**config.mk**
```make
export PLATFORM = sky130hd
export DESIGN_NAME = token_and_polling_link_controller_core_flat
export DESIGN_NICKNAME = d
export VERILOG_FILES = /design/src/design/tplc_pkg.sv /design/src/design/tplc_intf.sv /design/src/design/token_and_polling_link_controller_core.sv /design/src/design/tplc_front.sv /design/src/design/tplc_fifo.sv /design/src/design/tplc_back.sv /design/src/flat_wrapper.sv
export VERILOG_INCLUDE_DIRS = /design/src /design/src/design
export SDC_FILE = /design/constraint.sdc
export NUM_CORES = 1
export LEC_CHECK = 0
export ABC_AREA = 1
export BUFFER_PORTS_ARGS = -buffer_cell sky130_fd_sc_hd__clkbuf_2
export CAP_MARGIN = 40
export CELL_PAD_IN_SITES_DETAIL_PLACEMENT = 1
export CELL_PAD_IN_SITES_GLOBAL_PLACEMENT = 2
export CORE_MARGIN = 3
export CORE_UTILIZATION = 38
export CTS_CLUSTER_SIZE = 10
export DETAILED_ROUTE_END_ITERATION = 8
export PLACE_DENSITY = 0.79
export RECOVER_POWER = 100
export SYNTH_ARGS = -nofsm -noshare
export SYNTH_HDL_FRONTEND = slang
export SYNTH_HIERARCHICAL = 1
export SYNTH_SLANG_ARGS = --single-unit
```
**constraint.sdc**
```tcl
create_clock -name clk -period 3.4 [get_ports clk]
set_input_delay 0.34 -clock clk [delete_from_list [all_inputs] [get_ports clk]]
set_output_delay 0.34 -clock clk [all_outputs]
set_load 0.01 [all_outputs]
```
**src/design/token_and_polling_link_controller_core_assert.svh**
```systemverilog
// ----------------------------------------------------------------------------
// Assertion macros for the token and polling link controller
// Shared property forms used at the end of the top level.
// ----------------------------------------------------------------------------
`ifndef TOKEN_AND_POLLING_LINK_CONTROLLER_CORE_ASSERT_SVH
`define TOKEN_AND_POLLING_LINK_CONTROLLER_CORE_ASSERT_SVH

// Same-cycle implication, disabled while reset is asserted.
`define TPLC_ASSERT_IMP(lbl, clk, rst_n, ante, cons, msg) \
	lbl: assert property (@(posedge clk) disable iff (!rst_n) (ante) |-> (cons)) \
		else $error(msg);

// Next-cycle implication, disabled while reset is asserted.
`define TPLC_ASSERT_NXT(lbl, clk, rst_n, ante, cons, msg) \
	lbl: assert property (@(posedge clk) disable iff (!rst_n) (ante) |=> (cons)) \
		else $error(msg);

`endif

```
**src/design/tplc_pkg.sv**
```systemverilog
// ----------------------------------------------------------------------------
// tplc_pkg
// Types, codes and helper functions of the token and polling link controller.
// ----------------------------------------------------------------------------
package tplc_pkg;

	localparam int MODE_W     = 4;
	localparam int ADDR_W     = 3;
	localparam int MAP_W      = 8;
	localparam int KIND_W     = 2;
	localparam int ROLE_W     = 2;
	localparam int PSTATE_W   = 2;
	localparam int CFG_IDX_W  = 2;
	localparam int CFG_DATA_W = 3;
	localparam int MAX_CMDS   = 3;
	localparam int CNT_W      = 2;

	// Nodes on the link; addresses and the buffer map only reach eight.
	localparam int NODE_COUNT = 8;
	localparam int NODES_USED = (NODE_COUNT > 8) ? 8 : NODE_COUNT;
	localparam logic [ADDR_W:0] NODES_LIM = (ADDR_W + 1)'(NODES_USED);

	// Receive outcomes
	localparam logic [MODE_W-1:0] MODE_TIMEOUT   = 4'd0;
	localparam logic [MODE_W-1:0] MODE_USER      = 4'd1;
	localparam logic [MODE_W-1:0] MODE_POLL      = 4'd2;
	localparam logic [MODE_W-1:0] MODE_TOKEN     = 4'd3;
	localparam logic [MODE_W-1:0] MODE_ERR_FIRST = 4'd4;
	localparam logic [MODE_W-1:0] MODE_LAST      = 4'd15;

	// Frame kinds
	localparam logic [KIND_W-1:0] KIND_USER  = 2'd0;
	localparam logic [KIND_W-1:0] KIND_TOKEN = 2'd1;
	localparam logic [KIND_W-1:0] KIND_POLL  = 2'd2;

	// Node roles
	localparam logic [ROLE_W-1:0] ROLE_NONE   = 2'd0;
	localparam logic [ROLE_W-1:0] ROLE_MASTER = 2'd1;
	localparam logic [ROLE_W-1:0] ROLE_TOKEN  = 2'd2;

	// Reported protocol state codes
	localparam logic [PSTATE_W-1:0] PSTATE_WAIT = 2'd0;
	localparam logic [PSTATE_W-1:0] PSTATE_SEND = 2'd1;
	localparam logic [PSTATE_W-1:0] PSTATE_POLL = 2'd2;
	localparam logic [PSTATE_W-1:0] PSTATE_HOLD = 2'd3;

	// Configuration register indexes
	localparam logic [CFG_IDX_W-1:0] REG_PROTOCOL_MODE  = 2'd0;
	localparam logic [CFG_IDX_W-1:0] REG_OWN_ADDRESS    = 2'd1;
	localparam logic [CFG_IDX_W-1:0] REG_MASTER_ADDRESS = 2'd2;

	typedef enum logic [3:0] {
		ST_WAIT = 4'b0001,
		ST_SEND = 4'b0010,
		ST_POLL = 4'b0100,
		ST_HOLD = 4'b1000
	} tplc_state_t;

	typedef struct packed {
		logic              protocol_mode;
		logic [ADDR_W-1:0] own_address;
		logic [ADDR_W-1:0] master_address;
	} tplc_cfg_t;

	typedef struct packed {
		logic [ADDR_W-1:0] buffer;
		logic [ADDR_W-1:0] dest;
		logic              from_buf;
		logic              own_src;
		logic [KIND_W-1:0] kind;
	} tplc_cmd_t;

	typedef struct packed {
		logic [CNT_W-1:0]             n_cmd;
		tplc_cmd_t [MAX_CMDS-1:0]     cmd;
		logic [ROLE_W-1:0]            role;
		logic [PSTATE_W-1:0]          pstate;
		logic                         err;
	} tplc_rec_t;

	typedef struct packed {
		logic                send_valid;
		tplc_cmd_t           cmd;
		logic [ROLE_W-1:0]   role;
		logic [PSTATE_W-1:0] pstate;
		logic                err;
		logic                last;
	} tplc_word_t;

	function automatic tplc_cmd_t tplc_make_cmd(input logic [ADDR_W-1:0] buffer,
		input logic [ADDR_W-1:0] dest, input logic from_buf, input logic own_src,
		input logic [KIND_W-1:0] kind);
		tplc_cmd_t c;
		c.buffer   = buffer;
		c.dest     = dest;
		c.from_buf = from_buf;
		c.own_src  = own_src;
		c.kind     = kind;
		return c;
	endfunction

	function automatic logic [PSTATE_W-1:0] tplc_encode_state(input tplc_state_t s);
		logic [PSTATE_W-1:0] code;
		case (s)
			ST_WAIT: code = PSTATE_WAIT;
			ST_SEND: code = PSTATE_SEND;
			ST_POLL: code = PSTATE_POLL;
			ST_HOLD: code = PSTATE_HOLD;
			default: code = PSTATE_WAIT;
		endcase
		return code;
	endfunction

	// Lowest full buffer: {found, index}
	function automatic logic [ADDR_W:0] tplc_lowest_full(input logic [MAP_W-1:0] map);
		logic              found;
		logic [ADDR_W-1:0] idx;
		found = 1'b0;
		idx   = '0;
		for (int b = NODES_USED - 1; b >= 0; b--) begin
			if (map[b]) begin
				found = 1'b1;
				idx   = ADDR_W'(b);
			end
		end
		return {found, idx};
	endfunction

	function automatic logic [ADDR_W-1:0] tplc_step_node(input logic [ADDR_W-1:0] c);
		logic [ADDR_W:0] inc;
		inc = {1'b0, c} + 1'b1;
		return (inc >= NODES_LIM) ? '0 : inc[ADDR_W-1:0];
	endfunction

	// Next node after the cursor, skipping this node's own address
	function automatic logic [ADDR_W-1:0] tplc_next_node(input logic [ADDR_W-1:0] c,
		input logic [ADDR_W-1:0] own);
		logic [ADDR_W-1:0] n1;
		n1 = tplc_step_node(c);
		return (n1 == own) ? tplc_step_node(n1) : n1;
	endfunction

endpackage

```
**src/design/tplc_intf.sv**
```systemverilog
// ----------------------------------------------------------------------------
// tplc channel interfaces
// Receive outcome, transmit command and configuration write channels.
// ----------------------------------------------------------------------------
interface tplc_evt_if import tplc_pkg::*; ();
	logic              valid;
	logic              ready;
	logic [MODE_W-1:0] mode;
	logic [ADDR_W-1:0] sender_address;
	logic [MAP_W-1:0]  pending_map;

	modport source(output valid, mode, sender_address, pending_map, input ready);
	modport sink(input valid, mode, sender_address, pending_map, output ready);
endinterface

interface tplc_res_if import tplc_pkg::*; ();
	logic                valid;
	logic                ready;
	logic                send_valid;
	logic [ADDR_W-1:0]   send_buffer;
	logic [ADDR_W-1:0]   send_dest;
	logic                dest_from_buffer;
	logic                set_own_source;
	logic [KIND_W-1:0]   frame_kind;
	logic [ROLE_W-1:0]   node_role;
	logic [PSTATE_W-1:0] protocol_state;
	logic                error_flag;
	logic                last;

	modport source(output valid, send_valid, send_buffer, send_dest, dest_from_buffer,
		set_own_source, frame_kind, node_role, protocol_state, error_flag, last,
		input ready);
	modport sink(input valid, send_valid, send_buffer, send_dest, dest_from_buffer,
		set_own_source, frame_kind, node_role, protocol_state, error_flag, last,
		output ready);
endinterface

interface tplc_cfg_if import tplc_pkg::*; ();
	logic                  valid;
	logic                  ready;
	logic [CFG_IDX_W-1:0]  index;
	logic [CFG_DATA_W-1:0] data;

	modport source(output valid, index, data, input ready);
	modport sink(input valid, index, data, output ready);
endinterface

```
**src/design/token_and_polling_link_controller_core.sv**
```systemverilog
// ----------------------------------------------------------------------------
// token_and_polling_link_controller_core
// Link-layer controller for one node, in master-slave polling or token passing.
//
// Each word on evt is the outcome of one receive attempt (timeout, user
// message, poll, token or an error kind) with the sender address and the map
// of buffers that hold outgoing messages. The front stage takes a word in the
// cycle it arrives while the queue has room, runs the whole protocol step
// at once (state, role and round-robin cursor) and pushes one record into a
// short queue; it keeps taking a word per cycle as long as the queue has room
// (QUEUE_DEPTH records). The back stage turns each record into one to three
// words on res: one per transmit command, or a single status word with
// send_valid low when nothing is sent; last marks the final word of an
// outcome, and role, state and error flag repeat on every word of it. The
// back stage issues one word per cycle through its output register while res
// is ready; an outcome has one to three result words, the token hand-back
// with own traffic being the longest, and the emitter is what sets the
// sustained rate. The first result word of an outcome passes through the queue
// and then the output register before it is on res. Write configuration on
// cfg only while idle: index 0 protocol mode, 1 own address, 2 master
// address; cfg is always ready and other indexes are ignored.
// ----------------------------------------------------------------------------
`include "token_and_polling_link_controller_core_assert.svh"

module token_and_polling_link_controller_core import tplc_pkg::*; #(
	parameter int QUEUE_DEPTH = 2
) (
	input  logic       clk,
	input  logic       arst_n,
	tplc_cfg_if.sink   cfg,
	tplc_evt_if.sink   evt,
	tplc_res_if.source res
);

	tplc_cfg_t cfg_q;

	tplc_rec_t push_rec;
	tplc_rec_t head_rec;
	logic      q_push;
	logic      q_pop;
	logic      q_full;
	logic      q_empty;

	// Configuration: take every write, decode the register index
	assign cfg.ready = 1'b1;

	always_ff @(posedge clk or negedge arst_n) begin
		if (!arst_n) begin
			cfg_q <= '0;
		end else if (cfg.valid) begin
			case (cfg.index)
				REG_PROTOCOL_MODE:  cfg_q.protocol_mode  <= cfg.data[0];
				REG_OWN_ADDRESS:    cfg_q.own_address    <= cfg.data[ADDR_W-1:0];
				REG_MASTER_ADDRESS: cfg_q.master_address <= cfg.data[ADDR_W-1:0];
				default: begin
				end
			endcase
		end
	end

	// Front: classify the outcome and advance the protocol state
	tplc_front u_front (
		.clk    (clk),
		.arst_n (arst_n),
		.cfg    (cfg_q),
		.evt    (evt),
		.full   (q_full),
		.push   (q_push),
		.rec    (push_rec)
	);

	// Hold step records until the back stage has drained the previous ones
	tplc_fifo #(
		.DEPTH (QUEUE_DEPTH)
	) u_fifo (
		.clk    (clk),
		.arst_n (arst_n),
		.push   (q_push),
		.wdata  (push_rec),
		.full   (q_full),
		.pop    (q_pop),
		.rdata  (head_rec),
		.empty  (q_empty)
	);

	// Back: issue the transmit words of the head record
	tplc_back u_back (
		.clk    (clk),
		.arst_n (arst_n),
		.head   (head_rec),
		.empty  (q_empty),
		.pop    (q_pop),
		.res    (res)
	);

	`TPLC_ASSERT_IMP(a_no_overflow, clk, arst_n, q_push, !q_full, "record pushed into full queue")
	`TPLC_ASSERT_IMP(a_rest_state, clk, arst_n, res.valid, (res.protocol_state == PSTATE_WAIT) || (res.protocol_state == PSTATE_HOLD), "result shows a transient state")
	`TPLC_ASSERT_IMP(a_status_last, clk, arst_n, res.valid && !res.send_valid, res.last, "status word not marked last")
	`TPLC_ASSERT_NXT(a_pop_last, clk, arst_n, q_pop, res.valid && res.last, "record retired without a last word")

endmodule

```
**src/design/tplc_front.sv**
```systemverilog
// ----------------------------------------------------------------------------
// tplc_front
// Accepts receive outcomes, runs the protocol step and queues the commands.
// ----------------------------------------------------------------------------
module tplc_front import tplc_pkg::*; (
	input  logic        clk,
	input  logic        arst_n,
	input  tplc_cfg_t   cfg,
	tplc_evt_if.sink    evt,
	input  logic        full,
	output logic        push,
	output tplc_rec_t   rec
);

	tplc_state_t       ctl_q;
	logic [ROLE_W-1:0] role_q;
	logic [ADDR_W-1:0] cursor_q;

	tplc_state_t              st;
	logic [ROLE_W-1:0]        rl;
	logic [ADDR_W-1:0]        cur;
	logic                     err;
	logic                     tok;
	logic [CNT_W-1:0]         n;
	tplc_cmd_t [MAX_CMDS-1:0] cmds;
	logic [ADDR_W:0]          low;

	assign evt.ready = !full;
	assign push      = evt.valid && !full;

	always_comb begin
		st   = ctl_q;
		rl   = role_q;
		cur  = cursor_q;
		tok  = cfg.protocol_mode;
		n    = '0;
		cmds = '0;
		err  = evt.mode inside {MODE_TIMEOUT, [MODE_ERR_FIRST:MODE_LAST]};
		low  = tplc_lowest_full(evt.pending_map);

		// Classify the outcome against the waiting states
		case (ctl_q)
			ST_WAIT: begin
				if (tok) begin
					if (evt.mode == MODE_TIMEOUT) begin
						rl = ROLE_TOKEN;
						st = ST_SEND;
					end else if (evt.mode == MODE_TOKEN) begin
						cmds[n] = tplc_make_cmd(cfg.own_address, evt.sender_address,
							1'b0, 1'b1, KIND_TOKEN);
						n  = n + 1'b1;
						rl = ROLE_TOKEN;
						st = ST_SEND;
					end else if (evt.mode == MODE_POLL) begin
						err = 1'b1;
					end
				end else begin
					if (evt.mode == MODE_TIMEOUT) begin
						rl  = ROLE_MASTER;
						st  = ST_POLL;
						cur = cfg.own_address;
					end else if (evt.mode == MODE_USER || evt.mode == MODE_POLL) begin
						st = ST_SEND;
					end else if (evt.mode == MODE_TOKEN) begin
						err = 1'b1;
					end
				end
			end
			ST_HOLD: begin
				if (tok) begin
					if (evt.mode == MODE_TIMEOUT) begin
						st = ST_POLL;
					end else begin
						if (evt.mode != MODE_TOKEN) begin
							err = 1'b1;
						end
						st = ST_WAIT;
						rl = ROLE_NONE;
					end
				end else begin
					if (evt.mode == MODE_TOKEN) begin
						err = 1'b1;
					end
					st = ST_POLL;
				end
			end
			default: begin
			end
		endcase

		// Send own traffic
		if (st == ST_SEND) begin
			if (tok) begin
				if (low[ADDR_W]) begin
					cmds[n] = tplc_make_cmd(low[ADDR_W-1:0], '0, 1'b1, 1'b0, KIND_USER);
					n = n + 1'b1;
				end
				cur = cfg.own_address;
				st  = ST_POLL;
			end else begin
				if (low[ADDR_W]) begin
					cmds[n] = tplc_make_cmd(low[ADDR_W-1:0], cfg.master_address,
						1'b0, 1'b0, KIND_USER);
				end else begin
					cmds[n] = tplc_make_cmd(cfg.master_address, cfg.master_address,
						1'b0, 1'b1, KIND_POLL);
				end
				n  = n + 1'b1;
				st = ST_WAIT;
			end
		end

		// Address the next node
		if (st == ST_POLL) begin
			cur = tplc_next_node(cur, cfg.own_address);
			if (tok) begin
				cmds[n] = tplc_make_cmd(cur, cur, 1'b0, 1'b1, KIND_TOKEN);
			end else if (evt.pending_map[cur]) begin
				cmds[n] = tplc_make_cmd(cur, cur, 1'b0, 1'b0, KIND_USER);
			end else begin
				cmds[n] = tplc_make_cmd(cur, cur, 1'b0, 1'b1, KIND_POLL);
			end
			n  = n + 1'b1;
			st = ST_HOLD;
		end

		rec.n_cmd  = n;
		rec.cmd    = cmds;
		rec.role   = rl;
		rec.pstate = tplc_encode_state(st);
		rec.err    = err;
	end

	always_ff @(posedge clk or negedge arst_n) begin
		if (!arst_n) begin
			ctl_q    <= ST_WAIT;
			role_q   <= ROLE_NONE;
			cursor_q <= '0;
		end else if (push) begin
			ctl_q    <= st;
			role_q   <= rl;
			cursor_q <= cur;
		end
	end

endmodule

```
**src/design/tplc_fifo.sv**
```systemverilog
// ----------------------------------------------------------------------------
// tplc_fifo
// Short queue of step records between the front and the back.
// ----------------------------------------------------------------------------
module tplc_fifo import tplc_pkg::*; #(
	parameter int DEPTH = 2
) (
	input  logic      clk,
	input  logic      arst_n,
	input  logic      push,
	input  tplc_rec_t wdata,
	output logic      full,
	input  logic      pop,
	output tplc_rec_t rdata,
	output logic      empty
);

	localparam int PW = (DEPTH > 1) ? $clog2(DEPTH) : 1;
	localparam int CW = $clog2(DEPTH + 1);
	localparam logic [PW-1:0] LAST_PTR = PW'(DEPTH - 1);
	localparam logic [CW-1:0] CNT_FULL = CW'(DEPTH);

	tplc_rec_t       mem_q [DEPTH];
	logic [PW-1:0]   wr_q;
	logic [PW-1:0]   rd_q;
	logic [CW-1:0]   cnt_q;

	assign full  = (cnt_q == CNT_FULL);
	assign empty = (cnt_q == '0);
	assign rdata = mem_q[rd_q];

	always_ff @(posedge clk) begin
		if (push) begin
			mem_q[wr_q] <= wdata;
		end
	end

	always_ff @(posedge clk or negedge arst_n) begin
		if (!arst_n) begin
			wr_q  <= '0;
			rd_q  <= '0;
			cnt_q <= '0;
		end else begin
			if (push) begin
				wr_q <= (wr_q == LAST_PTR) ? '0 : wr_q + 1'b1;
			end
			if (pop) begin
				rd_q <= (rd_q == LAST_PTR) ? '0 : rd_q + 1'b1;
			end
			case ({push, pop})
				2'b10:   cnt_q <= cnt_q + 1'b1;
				2'b01:   cnt_q <= cnt_q - 1'b1;
				default: cnt_q <= cnt_q;
			endcase
		end
	end

endmodule

```
**src/design/tplc_back.sv**
```systemverilog
// ----------------------------------------------------------------------------
// tplc_back
// Walks the queued record and issues one transmit word per cycle while res is ready.
// ----------------------------------------------------------------------------
module tplc_back import tplc_pkg::*; (
	input  logic       clk,
	input  logic       arst_n,
	input  tplc_rec_t  head,
	input  logic       empty,
	output logic       pop,
	tplc_res_if.source res
);

	logic [CNT_W-1:0] idx_q;
	logic             valid_q;
	tplc_word_t       word_q;

	logic load;
	logic last_w;

	assign load   = !valid_q || res.ready;
	assign last_w = (head.n_cmd == '0) || (idx_q == head.n_cmd - 1'b1);
	assign pop    = load && !empty && last_w;

	always_ff @(posedge clk or negedge arst_n) begin
		if (!arst_n) begin
			valid_q <= 1'b0;
			idx_q   <= '0;
		end else if (load) begin
			valid_q <= !empty;
			if (!empty) begin
				idx_q <= last_w ? '0 : idx_q + 1'b1;
			end
		end
	end

	// An empty record still gives one status word with zeroed command fields
	always_ff @(posedge clk) begin
		if (load && !empty) begin
			word_q.send_valid <= (head.n_cmd != '0);
			word_q.cmd        <= head.cmd[idx_q];
			word_q.role       <= head.role;
			word_q.pstate     <= head.pstate;
			word_q.err        <= head.err;
			word_q.last       <= last_w;
		end
	end

	assign res.valid            = valid_q;
	assign res.send_valid       = word_q.send_valid;
	assign res.send_buffer      = word_q.cmd.buffer;
	assign res.send_dest        = word_q.cmd.dest;
	assign res.dest_from_buffer = word_q.cmd.from_buf;
	assign res.set_own_source   = word_q.cmd.own_src;
	assign res.frame_kind       = word_q.cmd.kind;
	assign res.node_role        = word_q.role;
	assign res.protocol_state   = word_q.pstate;
	assign res.error_flag       = word_q.err;
	assign res.last             = word_q.last;

endmodule

```
**src/flat_wrapper.sv**
```systemverilog
// flat-port wrapper written by rule: the top's interface ports become plain ports
module token_and_polling_link_controller_core_flat import tplc_pkg::*;
#(
	parameter int QUEUE_DEPTH = 2
)
  (clk, arst_n, cfg_valid, cfg_index, cfg_data, cfg_ready, evt_valid, evt_mode, evt_sender_address, evt_pending_map, evt_ready, res_valid, res_send_valid, res_send_buffer, res_send_dest, res_dest_from_buffer, res_set_own_source, res_frame_kind, res_node_role, res_protocol_state, res_error_flag, res_last, res_ready);
  tplc_cfg_if cfg_i ();
  tplc_evt_if evt_i ();
  tplc_res_if res_i ();
  input  logic clk;
  input  logic arst_n;
  input wire logic [$bits(cfg_i.valid)-1:0] cfg_valid;
  input wire logic [$bits(cfg_i.index)-1:0] cfg_index;
  input wire logic [$bits(cfg_i.data)-1:0] cfg_data;
  output wire logic [$bits(cfg_i.ready)-1:0] cfg_ready;
  input wire logic [$bits(evt_i.valid)-1:0] evt_valid;
  input wire logic [$bits(evt_i.mode)-1:0] evt_mode;
  input wire logic [$bits(evt_i.sender_address)-1:0] evt_sender_address;
  input wire logic [$bits(evt_i.pending_map)-1:0] evt_pending_map;
  output wire logic [$bits(evt_i.ready)-1:0] evt_ready;
  output wire logic [$bits(res_i.valid)-1:0] res_valid;
  output wire logic [$bits(res_i.send_valid)-1:0] res_send_valid;
  output wire logic [$bits(res_i.send_buffer)-1:0] res_send_buffer;
  output wire logic [$bits(res_i.send_dest)-1:0] res_send_dest;
  output wire logic [$bits(res_i.dest_from_buffer)-1:0] res_dest_from_buffer;
  output wire logic [$bits(res_i.set_own_source)-1:0] res_set_own_source;
  output wire logic [$bits(res_i.frame_kind)-1:0] res_frame_kind;
  output wire logic [$bits(res_i.node_role)-1:0] res_node_role;
  output wire logic [$bits(res_i.protocol_state)-1:0] res_protocol_state;
  output wire logic [$bits(res_i.error_flag)-1:0] res_error_flag;
  output wire logic [$bits(res_i.last)-1:0] res_last;
  input wire logic [$bits(res_i.ready)-1:0] res_ready;
  assign cfg_i.valid = cfg_valid;
  assign cfg_i.index = cfg_index;
  assign cfg_i.data = cfg_data;
  assign cfg_ready = cfg_i.ready;
  assign evt_i.valid = evt_valid;
  assign evt_i.mode = evt_mode;
  assign evt_i.sender_address = evt_sender_address;
  assign evt_i.pending_map = evt_pending_map;
  assign evt_ready = evt_i.ready;
  assign res_valid = res_i.valid;
  assign res_send_valid = res_i.send_valid;
  assign res_send_buffer = res_i.send_buffer;
  assign res_send_dest = res_i.send_dest;
  assign res_dest_from_buffer = res_i.dest_from_buffer;
  assign res_set_own_source = res_i.set_own_source;
  assign res_frame_kind = res_i.frame_kind;
  assign res_node_role = res_i.node_role;
  assign res_protocol_state = res_i.protocol_state;
  assign res_error_flag = res_i.error_flag;
  assign res_last = res_i.last;
  assign res_i.ready = res_ready;
  token_and_polling_link_controller_core #(.QUEUE_DEPTH(QUEUE_DEPTH)) u_core (.clk(clk), .arst_n(arst_n), .cfg(cfg_i), .evt(evt_i), .res(res_i));
endmodule
```
Word-level counts from Yosys, hierarchy flattened:

Memory sizes are Yosys's and may differ from the RTL's.
Index checks and enable logic that the tools add are counted.

* order comparisons: 10
* add/subtract/negate cells: 10
* eq/ne operators: 18
* multiplexer cells: 94
* bitwise operators: 1
* reductions and logical operators: 23

Operator list (number)
* 30-bit two-way mux: 7
* 30-bit bitwise mux: 6
* 10-bit two-way mux: 7
* 3-bit two-way mux: 19
* 10-bit demux with 2-bit select: 2
* 4-bit two-way mux: 8
* 1-bit two-way mux: 27
* 2-bit two-way mux: 11
* 10-bit binary-select mux with 2-bit select: 1
* 4-bit by 2-bit equality test with 1-bit output (second input constant): 4
* 2-bit by 3-bit less-than comparator with 1-bit output (second input constant): 3
* 2-bit by 1-bit adder with 2-bit output (second input constant): 4
* 3-bit by 1-bit adder with 4-bit output (second input constant): 2
* 4-bit by 1-bit equality test with 1-bit output (second input constant): 2
* 4-bit by 3-bit equality test with 1-bit output (second input constant): 2
* 4-bit equality test (second input constant): 2
* 4-bit >= comparator (second input constant): 2
* 2-bit case mux with 2 select lines: 2
* 4-bit case mux with 2 select lines: 1
* 2-bit AND reduction: 4
* 2-bit equality test (second input constant): 3
* 1-bit logical AND: 6
* 2-bit zero test: 3
* 2-bit case mux with 3 select lines: 1
* 17 further kinds: 27

* register bits: 40
* logic and storage cells: 178
* memories: 1
* bits in writable memories: 74
* output and inout bits: 20
* bits of input ports: 25

Memory list
* u_core.u_fifo.mem_q: depth 2, width 37, rd ports 1, clocked after memory_dff 0, wr ports 1, line tplc_fifo.sv:23 `tplc_rec_t mem_q [DEPTH];`

Longest topological paths before layout:

Gate-level depths: netlist (run 1).

* depth after elaboration: 20
* depth in mapped cells: 26
* mapped depth without buffers: 26

Modules after synthesis:

Netlist (run 1), hierarchy kept.

By module, submodules not included
* tplc_fifo: area an instance 2959.1 µm², times used 1, cells each 217
* tplc_front: area an instance 1744.2 µm², times used 1, cells each 304
* tplc_back: area an instance 942.2 µm², times used 1, cells each 96
* token_and_polling_link_controller_core: area an instance 324.1 µm², times used 1, cells each 37

Worst setup path before layout (run 1):

No wires, ideal clock.

* path kind: register to register
* start point: register u_core.u_fifo.cnt_q[1]
* end point: memory u_core/u_fifo/mem_q[0][0] (netlist name), enable pin
* setup time: 431 ps
* setup slack: 187 ps
* arrival: 2782 ps
* stages on the path, launching flop included: 9
* data required time: 2969 ps
* path buffers: 1
* cell sequence: dfrtp_1 inv_1 nor2_1 inv_1 nand2_1 inv_1 clkbuf_1 inv_1 nor2_1

* longest elaborated chain between the ends: 5

RTL lines
* from (decl): line tplc_fifo.sv:26 `logic [CW-1:0] cnt_q;`
* from (signal assigned): line tplc_fifo.sv:51 `2'b10: cnt_q <= cnt_q + 1'b1;`
* from (signal assigned): line tplc_fifo.sv:52 `2'b01: cnt_q <= cnt_q - 1'b1;`
* from (signal assigned): line tplc_fifo.sv:53 `default: cnt_q <= cnt_q;`
* 2-bit equality test: line tplc_fifo.sv:28 `assign full = (cnt_q == CNT_FULL);`
* via u_core.q_full: line token_and_polling_link_controller_core.sv:41 `logic q_full;`
* 1-bit zero test
* via evt_ready: line flat_wrapper.sv:20 `output wire logic [$bits(evt_i.ready)-1:0] evt_ready;`
* 1-bit logical AND: line tplc_front.sv:29 `assign push = evt.valid && !full;`
* via u_core.q_push: line token_and_polling_link_controller_core.sv:39 `logic q_push;`
* 1-bit two-way mux: line tplc_fifo.sv:33 `if (push) begin`
* 1-bit two-way mux (implied by the code): line tplc_fifo.sv:34 `mem_q[wr_q] <= wdata;`
* to (decl): line tplc_fifo.sv:23

The timed path passes the listed nets, and every way through them passes these cells.

==> out/qor.yml, run 1 <==
start_util_pct: 39.1
crit_fanout: 7
insertion_delay_ps: 410
globalRouteOverflowTotal: 0
drt-initial-drc-count: 227
hold_ws_ps: 190
dpl.hpwl_um: 10700
die_x_um: 131
maxCapViolations: 1
violations: "max-capacitance violations, max-slew violations"
powerDensity_mw_per_mm2: 997
cts_buffers: 17
synth_ff_type: "edfxtp_1"
ys_types: 41
root_buffer: "clkbuf_16"
syn_to_final_growth_pct: 22.5
slew_headroom_pct: -0.137
netlist.area_leader.share_pct: 45.8
end_kind: "flop"
syn_inst: 654
antenna-diode-count: 0
htreeDepth: 4
dieArea_mm2: 0.0172
criticalPathCategory: "flop to flop"
tightest_slew_ps: 1500
status: "complete, but fails checks"
drtPass1Iterations: 4
place.gp.congestion: 0.846
cts.sinks: 114
multi_input_area_mm2: 0.00233
ys_warn_count: 6
setup_viol: 0
design.core.area_mm2: 0.0153
ys_ff_latch: 114
seq_area_mm2: 0.00331
p_leak_nw: 3.13
cts_tree: "done"
slew_viol_final: 23
startpoint_type: "flop"
critPathMaxStageDelay_ps: 560
seq_area_frac_synth_pct: 55.4
power_mw: 7.29
layout_min_cycle_time_ps: 3360
required_ps: 3550
rsz0062_at_grt: "true"
vias: 4708
yosys.area.top_type: "edfxtp_1"
fillerInstances: 1725
hold_path_class: "input pin to flop"
async_reset_ff_share_pct: 20.2
hold_violations: 0
path_clk_slew_ps: 60
max_freq_ghz: 0.298
antenna_found_initial: 0
min_period_over_period_pct: 98.8
clock-skew-final_ps: 8.11
grt_pass1_wl_um: 24900
critical-path-slowest-cell: "dfstp_2"
syn_avg_cell_area_um2: 9.13
syn_area_mm2: 0.00597
clock_path_buffers: 2
vdd_drop_max_mv: 0.433
grt_pass1_vias: 4926
grt_usage_pct: 18.1
postPlaceCellArea_mm2: 0.00645
drc_errors: 0
path_cells: "nand2_2 > nor2_4 > buf_6 > nand2_8 > nand2_4 > nand3_2 > nand2_2 > nand3_2 > nand2_2 > inv_4 > ha_4 > xnor2_2 > nand2_1 > a21oi_4 > nand3_4 > nand2_4 > nand3_1 > nand3_2 > nand3_2 > nand2_4 > nand2_2 > nand2_2 > nand3_2"
fin_area_mm2: 0.00731
drive_gt1_share_pct: 22.8
io_buffer_count: 43
cp.arrival_ps: 3510
wl_per_cell_um: 16.1
drtAntennaViolNets: 0
syn-num-nets: 690
routed_wl_um: 15200
via_per_inst: 4.98
synth.top_cells.by_area: "edfxtp_1 (46%), dfrtp_1 (9.2%), nand2_1 (8.7%)"
nNetsFinal: 758
fp.dieH_um: 131
grt_max_degree: 61
synth_edf_count: 91
rows: 45
io_pins: 45
[kinds of logic (layout without fill, tap and decap cells)]
group / Yosys count / in the layout / synth area share, %
and+or+nand+nor: 280 / 280 / 21.4
buffers and inverters: 127 / 207 / 9.41
AOI/OAI and AO/OA: 116 / 116 / 10.8
DFF: 114 / 114 / 55.4
adders and majority gates: 11 / 11 / 2.31
xor gates and xnor gates: 4 / 4 / 0.587
other: 2 / 2 / 0.126
[synth_stat cells (all sizes together), types with 3 or more instances]
cell,count
nand3,48
o21ai,83
a32oi,3
inv,104
clkbuf,4
ha,11
nand4,13
dfrtp,22
edfxtp,91
nand2,154
a21oi,17
buf,19
nor2,62
o22ai,5
[sequential cells by signal (all words and copies together) (netlist names), 3 cells and up]
signal,cells
u_core/u_fifo/mem_q,74
u_core/cfg_q,7
u_core/u_back/res.send_buffer,3
u_core/u_back/res.send_dest,3
u_core/u_front/ctl_q,4
u_core/u_front/cursor_q,3
[cells in the final DEF, fill, tap and decap left out, drive strengths merged]
master       synthesis  layout
clkinvlp             0       1
clkbuf               4      62
bufinv               0       4
conb                 2       2
clkinv               0       8
nand2              154     154
o211ai               2       2
nand3b               1       1
xor2                 2       2
o32ai                2       2
o21bai               1       1
ha                  11      11
a21oi               17      17
nor4                 1       1
nor3                 1       1
xnor2                2       2
nand4               13      13
dfstp                1       1
dfrtp               22      22
o21ai               83      83
nor2                62      62
a32o                 1       1
a31o                 1       1
edfxtp              91      91
dlygate4sd3          0       1
nand3               48      48
buf                 19      27
a22oi                1       1
a32oi                3       3
inv                104     104
o22ai                5       5
[per-layer routing]
| layer | GRT usage [%] | part of all wire, % | wire length (um) |
|---|---|---|---|
| met1 | 21.7 | 43 | 6560 |
| met4 | 5.95 | 0.85 | 130 |
| met5 | 0 | 0 | 0 |
| met3 | 3.10 | 2.6 | 395 |
| met2 | 32.8 | 53 | 8140 |
[final cells by class]
cell class | count | area share (%)
sequential | 114 | 45.3
multi-input combinational | 413 | 31.9
clock buffer | 18 | 5.87
timing repair buffer | 72 | 5.63
inverter | 104 | 5.37
tap | 211 | 3.61
clock inverter | 13 | 2.29
[power breakdown]
| part | internal (mW) | switching [mW] | total (mW) |
|---|---|---|---|
| combinational | 1.06 | 2.02 | 3.08 |
| sequential | 2.15 | 0.246 | 2.39 |
| clock | 1.21 | 0.609 | 1.82 |
[metrics by stage]
stage | setup slack [ps] | TNS [ps] | cells | utilization (%)
2_1_floorplan | 187 | 0 | 654 | -
3_3_place_gp | 41.5 | 0 | 907 | 42.3
3_5_place_dp | -95.0 | -963 | 907 | 42.3
4_1_cts | 4.32 | 0 | 942 | 46.6
5_1_grt | -132 | -2210 | 945 | 47.9
6_report | 41.9 | 0 | 945 | 47.9
[repair_timing]
action                     CTS  global route
hold endpoints to repair    22             0
gates resized for setup     10            52
hold buffers                 1             0
setup buffers                3             3
setup endpoints to repair   10            51
pin swaps                    5            29
gates cloned                 0             0
[worst max-delay path, delay by kind of cell (launching register included)]
family | cells | cell delay, ps
simple gates | 18 | 1790
flops | 1 | 560
fa+ha+maj | 1 | 240
buf+inv | 2 | 190
compound gates | 1 | 170
xor+xnor | 1 | 130
[final timing paths]
path,cells past startpoint,slack (ps),end,start
setup / recovery,23,40,u_core/u_fifo/mem_q[1][17],u_core/u_front/ctl_q[0]
hold / removal,3,190,u_core/cfg_q[4],cfg_data[1]
setup reg to reg,23,40,u_core/u_fifo/mem_q[1][17],u_core/u_front/ctl_q[0]
hold reg to reg,2,490,u_core/u_front/role_q[1],u_core/u_front/role_q[1]
max in group asynchronous,2,1590,u_core/u_front/ctl_q[1],arst_n
min in group asynchronous,2,830,u_core/u_front/role_q[1],arst_n
No activity file was read; power rests on OpenSTA's default activity.
==> inputs of run 2 (changes only) <==
--- a/config.mk
+++ b/config.mk
@@ -13,4 +13,4 @@
 export CELL_PAD_IN_SITES_GLOBAL_PLACEMENT = 2
-export CORE_MARGIN = 3
 export CORE_UTILIZATION = 38
+export CTS_CLUSTER_DIAMETER = 30
 export CTS_CLUSTER_SIZE = 10
--- a/constraint.sdc
+++ b/constraint.sdc
@@ -3,2 +3,2 @@
 set_output_delay 0.34 -clock clk [all_outputs]
-set_load 0.01 [all_outputs]
+set_load 0.02 [all_outputs]
==> out/qor.yml, run 2 (synthesis results as in run 1) <==
status: "complete, but fails checks"
violations: "max-capacitance violations, max-slew violations"
critPathTopFamily: "simple AND/OR/NAND/NOR gates"
rr_worst_depth: 23
hold_ws_ps: 176
ff2ff_setup_slack_ps: 70
holdCritStartpoint: "res_ready"
dpl.hpwl_um: 11000
finalSetupTns_ps: 0
fp.dieH_um: 127
syn_to_final_growth_pct: 23.1
drt-initial-drc-count: 215
final_core_util_pct: 48.1
regMostFlops: "u_core/u_fifo/mem_q"
fin_cells: 949
cp.arrival_ps: 3500
grt_usage_pct: 20.6
reg_top3: "u_core/u_fifo/mem_q: 74 flops, u_core/cfg_q: 7 flops, u_core/u_front/ctl_q: 4 flops"
min_period_over_period_pct: 98.1
drc_errors: 0
critPathMostFrequentCell: "nand2_2"
hold_end: "u_core/u_back/res.valid"
nNetsFinal: 762
wl_per_cell_um: 16.8
root_buffer: "clkbuf_16"
path_clk_slew_ps: 60
design.core.area_mm2: 0.0153
grt_pass1_vias: 4990
grt_max_degree: 70
setup_viol: 0
routed_wl_um: 15900
slew_viol_final: 24
pre_cts_ws_ps: -157
critPathMaxStageDelay_ps: 430
tightest_slew_ps: 1560
r2r_start: "u_core/u_front/ctl_q[1]"
layout_min_cycle_time_ps: 3330
power_mw: 7.55
vdd_drop_max_mv: 0.385
drtPass1Iterations: 4
hold_path_class: "input pin to flop"
postPlaceCellArea_mm2: 0.00645
p_leak_nw: 3.17
cts_buffers: 17
via_per_inst: 5.03
drtAntennaViolNets: 0
cts.sinks: 114
drive_gt1_share_pct: 22.2
cts_tree: "done"
final_common_cell: "nand2_1"
antenna-diode-count: 0
criticalPathCategory: "flop to flop"
start_util_pct: 39.1
htreeDepth: 4
crit_fanout: 7
hold_violations: 0
slew_headroom_pct: -3.78
vias: 4776
maxCapViolations: 1
path_cells: "buf_4 > nor2_2 > nand3_1 > a21oi_2 > inv_1 > nand3_1 > nor2_4 > nand2_2 > nand2_2 > nand2_2 > ha_4 > xnor2_2 > nand2_2 > a21oi_4 > nand3_4 > nand2_4 > nand3_1 > nand3_1 > nand3b_1 > nand2_4 > nand2_2 > nand2_2 > nand3_2"
io_buffer_count: 43
rsz0062_at_grt: "true"
required_ps: 3570
max_freq_ghz: 0.300
antenna_found_initial: 0
powerDensity_mw_per_mm2: 1030
place_inst: 907
io_pins: 45
min_path_cells: 4
die_x_um: 127
clock_path_buffers: 2
grt_pass1_wl_um: 25200
dieArea_mm2: 0.0162
startpoint_type: "flop"
final_cell_mix: "nand2_1 (129), inv_1 (92), edfxtp_1 (91), o21ai_0 (52), nor2_1 (46)"
reg2reg_to: "u_core/u_fifo/mem_q[0][17]"
clock-skew-final_ps: 7.35
rows: 45
startpoint: "u_core/u_front/ctl_q[1]"
largest_reg_flops: 74
fin_area_mm2: 0.00735
fin_ws_ps: 65.9
insertion_delay_ps: 420
globalRouteOverflowTotal: 0
place.gp.congestion: 0.846
critical-path-slowest-cell: "dfrtp_1"
crit_buf_inv: 2
end_kind: "flop"
run 2: worst max path at each step:
stage	end	cells after the start
4_1_cts	u_core/u_fifo/mem_q[0][27]	22
2_1_floorplan	u_core/u_fifo/mem_q[0][0]	8
3_5_place_dp	u_core/u_fifo/mem_q[0][17]	24
5_1_grt	u_core/u_fifo/mem_q[0][17]	22
6_report	u_core/u_fifo/mem_q[0][17]	23
3_3_place_gp	u_core/u_fifo/mem_q[1][17]	24
run 2: metal layers:
metal	global-route usage [%]	vias to the layer above	part of all wire, %
met5	0	-	0
met4	9.45	0	2.1
met3	3.89	25	2.4
met2	36.5	73	52
met1	24.2	2364	43
li1	-	2314	-
run 2: repair_timing:
item,in CTS,in global routing
pin swaps,4,22
hold buffers,1,0
hold endpoints to repair,22,0
setup endpoints to repair,32,48
resized for setup,15,43
buffers inserted,4,6
run 2: final cells by class:
cell class | count | area [um^2]
clock buffer | 19 | 433
tap | 211 | 264
multi-input combinational | 413 | 2320
inverter | 104 | 393
fill | 1762 | 7910
sequential | 114 | 3310
timing repair buffer | 76 | 439
clock inverter | 12 | 189
run 2: power by group:
part	switching [mW]	internal, mW
logic	2.17	1.09
clock network	0.626	1.28
registers	0.232	2.15
total	3.03	4.52
run 2: worst reg2reg max path, delay by kind of cell (launching register included):
family / cells / cell delay [ps]
flops: 1 / 430
simple gates: 17 / 1750
compound gates: 2 / 320
fa+ha+maj: 1 / 210
buf+inv: 2 / 250
xor+xnor: 1 / 130
